===== config.mk =====
export PLATFORM = sky130hd
export DESIGN_NAME = dsot_ctrl
export DESIGN_NICKNAME = d
export VERILOG_FILES = /design/src/dsot_pkg.sv /design/src/dsot_ctrl.sv
export SDC_FILE = /design/constraint.sdc
export NUM_CORES = 1
export LEC_CHECK = 0
export BUFFER_PORTS_ARGS = -buffer_cell sky130_fd_sc_hd__buf_2
export CAP_MARGIN = 20
export CORE_AREA = 2 2 39 41
export CTS_BUF_LIST = sky130_fd_sc_hd__clkbuf_16
export CTS_CLUSTER_SIZE = 8
export DETAILED_ROUTE_END_ITERATION = 10
export DIE_AREA = 0 0 41 43
export PLACE_DENSITY = 0.53
export REMOVE_ABC_BUFFERS = 1
export SLEW_MARGIN = 10
export SYNTH_ARGS = -nofsm -noshare
export SYNTH_HDL_FRONTEND = slang
export SYNTH_SLANG_ARGS = --single-unit

===== constraint.sdc =====
create_clock -name clock -period 1.4 [get_ports clock]
set_clock_uncertainty 0.15 [all_clocks]
set_input_delay 0.28 -clock clock [delete_from_list [all_inputs] [get_ports clock]]
set_output_delay 0.28 -clock clock [all_outputs]
set_load 0.1 [all_outputs]

===== src/dsot_pkg.sv =====
// dsot_pkg: shared types and constants for the diagonal snake order table
// holds the controller state enum, the command/status structs and field widths
// no dependencies
package dsot_pkg;

   localparam int DEF_MAX_COLUMNS = 64;
   localparam int DEF_MAX_ROWS    = 64;

   localparam int CFG_W   = 7;   // grid size register width
   localparam int CSR_IDX_W = 2;
   localparam int COORD_W = 6;   // square_x / square_y
   localparam int ENTRY_W = 11;  // stored step
   localparam int STEP_W  = 13;  // step counter, holds half of 127*127
   localparam int PROD_W  = 14;  // columns * rows
   localparam int WALK_W  = 9;   // signed walk coordinate
   localparam int VALUE_W = 13;

   localparam logic [CFG_W-1:0] RESET_COLUMNS = 7'd8;
   localparam logic [CFG_W-1:0] RESET_ROWS    = 7'd8;

   localparam logic [CSR_IDX_W-1:0] CSR_NUM_COLUMNS   = 2'd0;
   localparam logic [CSR_IDX_W-1:0] CSR_NUM_ROWS      = 2'd1;
   localparam logic [CSR_IDX_W-1:0] CSR_FLIP_ROWS     = 2'd2;
   localparam logic [CSR_IDX_W-1:0] CSR_REVERSE_ORDER = 2'd3;

   localparam logic OP_BUILD  = 1'b0;
   localparam logic OP_LOOKUP = 1'b1;

   typedef enum logic [2:0] {
      ST_CLEAR,
      ST_IDLE,
      ST_PREP,
      ST_WALK_A,
      ST_WALK_B,
      ST_READ,
      ST_FINISH
   } state_type;

   typedef struct packed {
      logic clear_wr;
      logic capture;
      logic prep;
      logic walk_a;
      logic walk_b;
      logic finish_load;
   } cmd_type;

   typedef struct packed {
      logic clear_last;
      logic is_lookup;
      logic walk_done;
      logic out_free;
   } status_type;

endpackage


===== src/dsot_ctrl.sv =====
// dsot_ctrl: sequencer for table clearing, build walk and lookup
// issues cmd_type commands to dsot_datapath, uses dsot_pkg
module dsot_ctrl
   import dsot_pkg::*;
(
   input  logic       clock,
   input  logic       reset,
   input  logic       req_valid,
   output logic       req_ready,
   input  status_type status,
   output cmd_type    cmd
);

   state_type state_ff, state_in;

   always_ff @(posedge clock) begin
      if (reset) begin
         state_ff <= ST_CLEAR;
      end else begin
         state_ff <= state_in;
      end
   end

   // next state
   always_comb begin
      state_in = state_ff;
      case (state_ff)
         ST_CLEAR: begin
            if (status.clear_last) state_in = ST_IDLE;
         end
         ST_IDLE: begin
            if (req_valid) state_in = ST_PREP;
         end
         ST_PREP: begin
            state_in = status.is_lookup ? ST_READ : ST_WALK_A;
         end
         ST_WALK_A: begin
            state_in = status.walk_done ? ST_FINISH : ST_WALK_B;
         end
         ST_WALK_B: state_in = ST_WALK_A;
         ST_READ:   state_in = ST_FINISH;
         ST_FINISH: begin
            if (status.out_free) state_in = ST_IDLE;
         end
         default:   state_in = ST_CLEAR;
      endcase
   end

   // outputs
   always_comb begin
      cmd       = '0;
      req_ready = 1'b0;
      case (state_ff)
         ST_CLEAR: cmd.clear_wr = 1'b1;
         ST_IDLE: begin
            req_ready   = 1'b1;
            cmd.capture = req_valid;
         end
         ST_PREP:   cmd.prep = 1'b1;
         ST_WALK_A: cmd.walk_a = !status.walk_done;
         ST_WALK_B: cmd.walk_b = 1'b1;
         ST_READ:   ;
         ST_FINISH: cmd.finish_load = status.out_free;
         default:   ;
      endcase
   end

endmodule


**After elaboration in Yosys (flattened, before gate mapping)**

Cells that the tools add are included.

- Equal/unequal tests: 9
- Muxes and demuxes: 13
- Reductions and logical operators: 3

Operators by type and width:

| operator | count |
|---|---|
| 3-bit one-hot mux with 7 select lines | 1 |
| 3-bit two-way mux | 4 |
| 3-bit equality test, second input constant | 3 |
| 1-bit two-way mux | 7 |
| 3-bit by 2-bit equality test with 1-bit output, second input constant | 2 |
| 2-bit != test, second input constant | 3 |
| 3-bit by 1-bit equality test with 1-bit output, second input constant | 1 |
| 3-bit zero test | 1 |
| 3-bit AND reduction | 1 |
| 2-bit two-way mux | 1 |
| 1-bit zero test | 1 |

- Register bits after elaboration: 3
- Input port bits: 7
- Output and inout port bits: 7

**Logic depth before layout (Yosys ltp)**

- Word-level depth: 3
- Depth in mapped cells: 5
- Gate-level depth less buffers: 4

**Worst setup path before layout**

OpenSTA, ideal clock, no wires.

- Kind: register -> output
- From: register state_ff[0]
- To: output cmd[4] (netlist bit)
- Arrival time: 3.684 ns
- Data required time: 0.970 ns
- Setup slack: -2.714 ns
- Cell stages (with the launch flop): 4
- Buffers on the path: 1
- Path through: dfxtp_1 buf_4 nor3b_1 and2_1

RTL lines:

| element | RTL line | source |
|---|---|---|
| from (decl) | dsot_ctrl.sv:14 | `state_type state_ff, state_in;` |
| from (signal assigned) | dsot_ctrl.sv:20 | `state_ff <= state_in;` |
| to (decl) | dsot_ctrl.sv:11 | `output cmd_type cmd` |

==> results by group <==
Finish
  – Antenna Cells: 0
  – Largest register FFs: 3
  – Top flop regs: state_ff: 3 flops
  – Area grow syn2layout: 145%
  – Footprint of the multi-input gates: 226 sq um
  – # fillers: between 100 and 150
  – Register area: 71.3 sq um
  – Fin cells: 76
  – Share of cells above drive strength 1: between 70% and 80%
  – Most flops, register: state_ff
  – Final nets: about 70

Clocking
  – H-tree depth: 1
  – Clk buf depth: 2
  – Root Driver: clkbuf_16
  – CTS buffer count: 3
  – CTS tree: yes
  – CTS Sinks: 3
  – Reg clk slew, reported paths: 30 ps
  – Clk_lat worst skew: 230 ps

STA
  – Slew headroom: 76.9%
  – Final Hold Viols: 0
  – Minimum clock period: roughly 1600 ps
  – Fin worst setup slack: -212 ps
  – Unrepaired setup endpoints after global routing: true
  – Final setup fails: 9
  – Max Slew Vio Count: 0
  – Least-Margin Pin Slew: 343 ps
  – Fmax: 620 MHz
  – Tcrit/Tclk final: 115%

Floorplanning
  – Starting Density: between 10% and 20%
  – Std-Cell Rows: 14
  – Num ports: 14
  – Core region area: 0.00138 sq mm
  – Die width: 41 microns
  – Die ar.: about 0.0018 sq mm
  – Die H: 43 microns

Yosys
  – Top_reg_cell synth: dfxtp_1
  – YS warnings: 0
  – Share of the synthesized area in the top cell type: 21.9%
  – Synth top cells by count: a21oi_1, dfxtp_1, nor2b_1
  – Post-Synthesis Cells: 34
  – Synth Cell Area: 274 sq um
  – Synth area leaders: dfxtp_1, nor2b_1, a21oi_1, and2b_1, buf_4
  – Async SR Flop Fraction: 0%
  – Syn Area/Cell: 8.06 sq um
  – Yosys top cell by area: dfxtp_1
  – Post-synth EDFFs: 0
  – Netlist cell types: 22
  – Number of synthesized register bits: 3
  – Sequential area share after synthesis: a little over a fifth

Global route
  – Grt total ovfl: 0
  – Initial antenna violation count: 0
  – Largest net degree at the start of global routing: 13
  – Vias in the first global route: roughly 350
  – Gr usage total: 10.9%
  – First-pass GRT wire length: 1.28 mm

Job
  – Max Cap Viol: 0

Setup path
  – CP arrival: 1180 ps
  – Critical Path, Cell by Cell: buf_6 -> nor3_4 -> buf_6 -> buf_12
  – Reg-to-Reg Start: state_ff[1]$_SDFFE_PP0P_
  – Critical path buffers and inverters: 3
  – Setup CP Type: reg -> out
  – WP data required: 970 ps
  – CP startpoint: state_ff[1]$_SDFFE_PP0P_
  – Worst R2R Path Depth: 6
  – Critical path endpoint category: output pin
  – CP Launch Type: flop
  – Setup slack, reg-to-reg: -100 ps
  – End point of the critical path: cmd[5]
  – Crit-path max FO: 6
  – Critical path's slowest cell: dfxtp_4
  – Crit. path cell count: 4
  – Worst path max stage delay: between 300 and 400 ps
  – Worst path most repeated cell: buf_6
  – Critical path's top delay family: buffers and inverters
  – Worst R2R End: state_ff[1]$_SDFFE_PP0P_

Detailed routing
  – DRC viols: 0
  – Final WL: 814 microns
  – WL/cell: 10.7 microns
  – Detailed-route via count: 343
  – Final antenna-violating net count: 0
  – Initial DRC count: 4
  – Detailed Routing Iterations Pass 1: 4
  – Via-per-instance ratio: between 4 and 5

Pwr
  – Cell Pwr Density: 1510 mW/mm^2
  – Peak VDD IR: 833 uV
  – Pleak: between 0.0003 and 0.0004 uW
  – Final Total Pwr: 1010 uW

Placed design
  – Port bufs: 13
  – Routability-driven placement congestion ratio: 0.755
  – Post-DP HPWL: ~530 microns
  – Placed instance count: 69

Worst hold path
  – HP Class: in -> reg

Status
  – Failing checks: negative setup slack
  – Status: finished with violations
[power breakdown]
part | internal (uW) | leakage, uW | switching, uW | total, uW
clock | 369 | 0.0000423 | 83.5 | 452
sequential | 97.9 | 0.0000267 | 22.9 | 121
combinational | 205 | 0.000236 | 236 | 441
total | 671 | 0.000305 | 343 | 1010
[worst min-delay path by stage]
stage | start | endpoint | slack, ps | cells after the start
2_1_floorplan | reset | state_ff[1]$_SDFFE_PP0P_ | 200 | 1
3_3_place_gp | reset | state_ff[1]$_SDFFE_PP0P_ | 320 | 2
3_5_place_dp | reset | state_ff[2]$_SDFFE_PP0P_ | 320 | 2
4_1_cts | reset | state_ff[1]$_SDFFE_PP0P_ | 80 | 2
5_1_grt | reset | state_ff[2]$_SDFFE_PP0P_ | 90 | 2
6_report | reset | state_ff[1]$_SDFFE_PP0P_ | 80 | 2
[layer usage]
metal | up-vias | GRT usage [%] | share of wire (%) | wire length, microns
met5 | - | 0 | 0 | 0
met4 | 0 | 11.3 | 1.7 | 14
met3 | 2 | 1.57 | 6.4 | 52
met2 | 12 | 15.0 | 52 | 421
met1 | 154 | 13.1 | 40 | 325
li1 | 175 | - | - | -
[per-stage QoR]
| step | utilization [%] | setup TNS, ps | instance area, sq um | setup WS, ps | hold WS [ps] |
|---|---|---|---|---|---|
| 2_1_floorplan | - | -8890 | 248 | -2760 | 199 |
| 3_3_place_gp | 36.5 | -437 | 505 | -120 | 319 |
| 3_5_place_dp | 36.5 | -541 | 505 | -117 | 320 |
| 4_1_cts | 46.7 | -1350 | 647 | -193 | 79.6 |
| 5_1_grt | 48.6 | -1770 | 672 | -243 | 87.9 |
| 6_report | 48.6 | -1360 | 672 | -212 | 81.0 |
[layout by cell type, fill, tap and decap left out, types with 2 or more instances in the layout]
| cell type | instances |
|---|---|
| a21oi_1 | 3 |
| dfxtp_4 | 3 |
| buf_6 | 4 |
| buf_4 | 8 |
| nor2b_1 | 2 |
| nand2_1 | 2 |
| buf_2 | 6 |
| clkbuf_16 | 3 |
| buf_12 | 7 |
[cell families (layout without fill, tap and decap cells)]
family / count (synthesis) / in the layout / share of synthesized area [%]
and+or+nand+nor: 19 / 19 / 46.1
AOI/OAI and AO/OA: 9 / 9 / 22.4
DFF: 3 / 3 / 21.9
buffers and inverters: 3 / 29 / 9.59
[final cells by class]
cell class	count	share of cell area, %
multi-input combinational	28	33.7
clock buffer	3	11.2
tap	16	2.98
sequential	3	10.6
timing repair buffer	25	41.0
clock inverter	1	0.559
[what timing repair did]
action	in CTS	in global routing
hold buffers	0	0
setup endpoints to repair	8	9
pin swaps	2	0
gates resized for setup	13	6
setup buffers	3	0
Note: power is estimated with default switching activity, not from simulation.
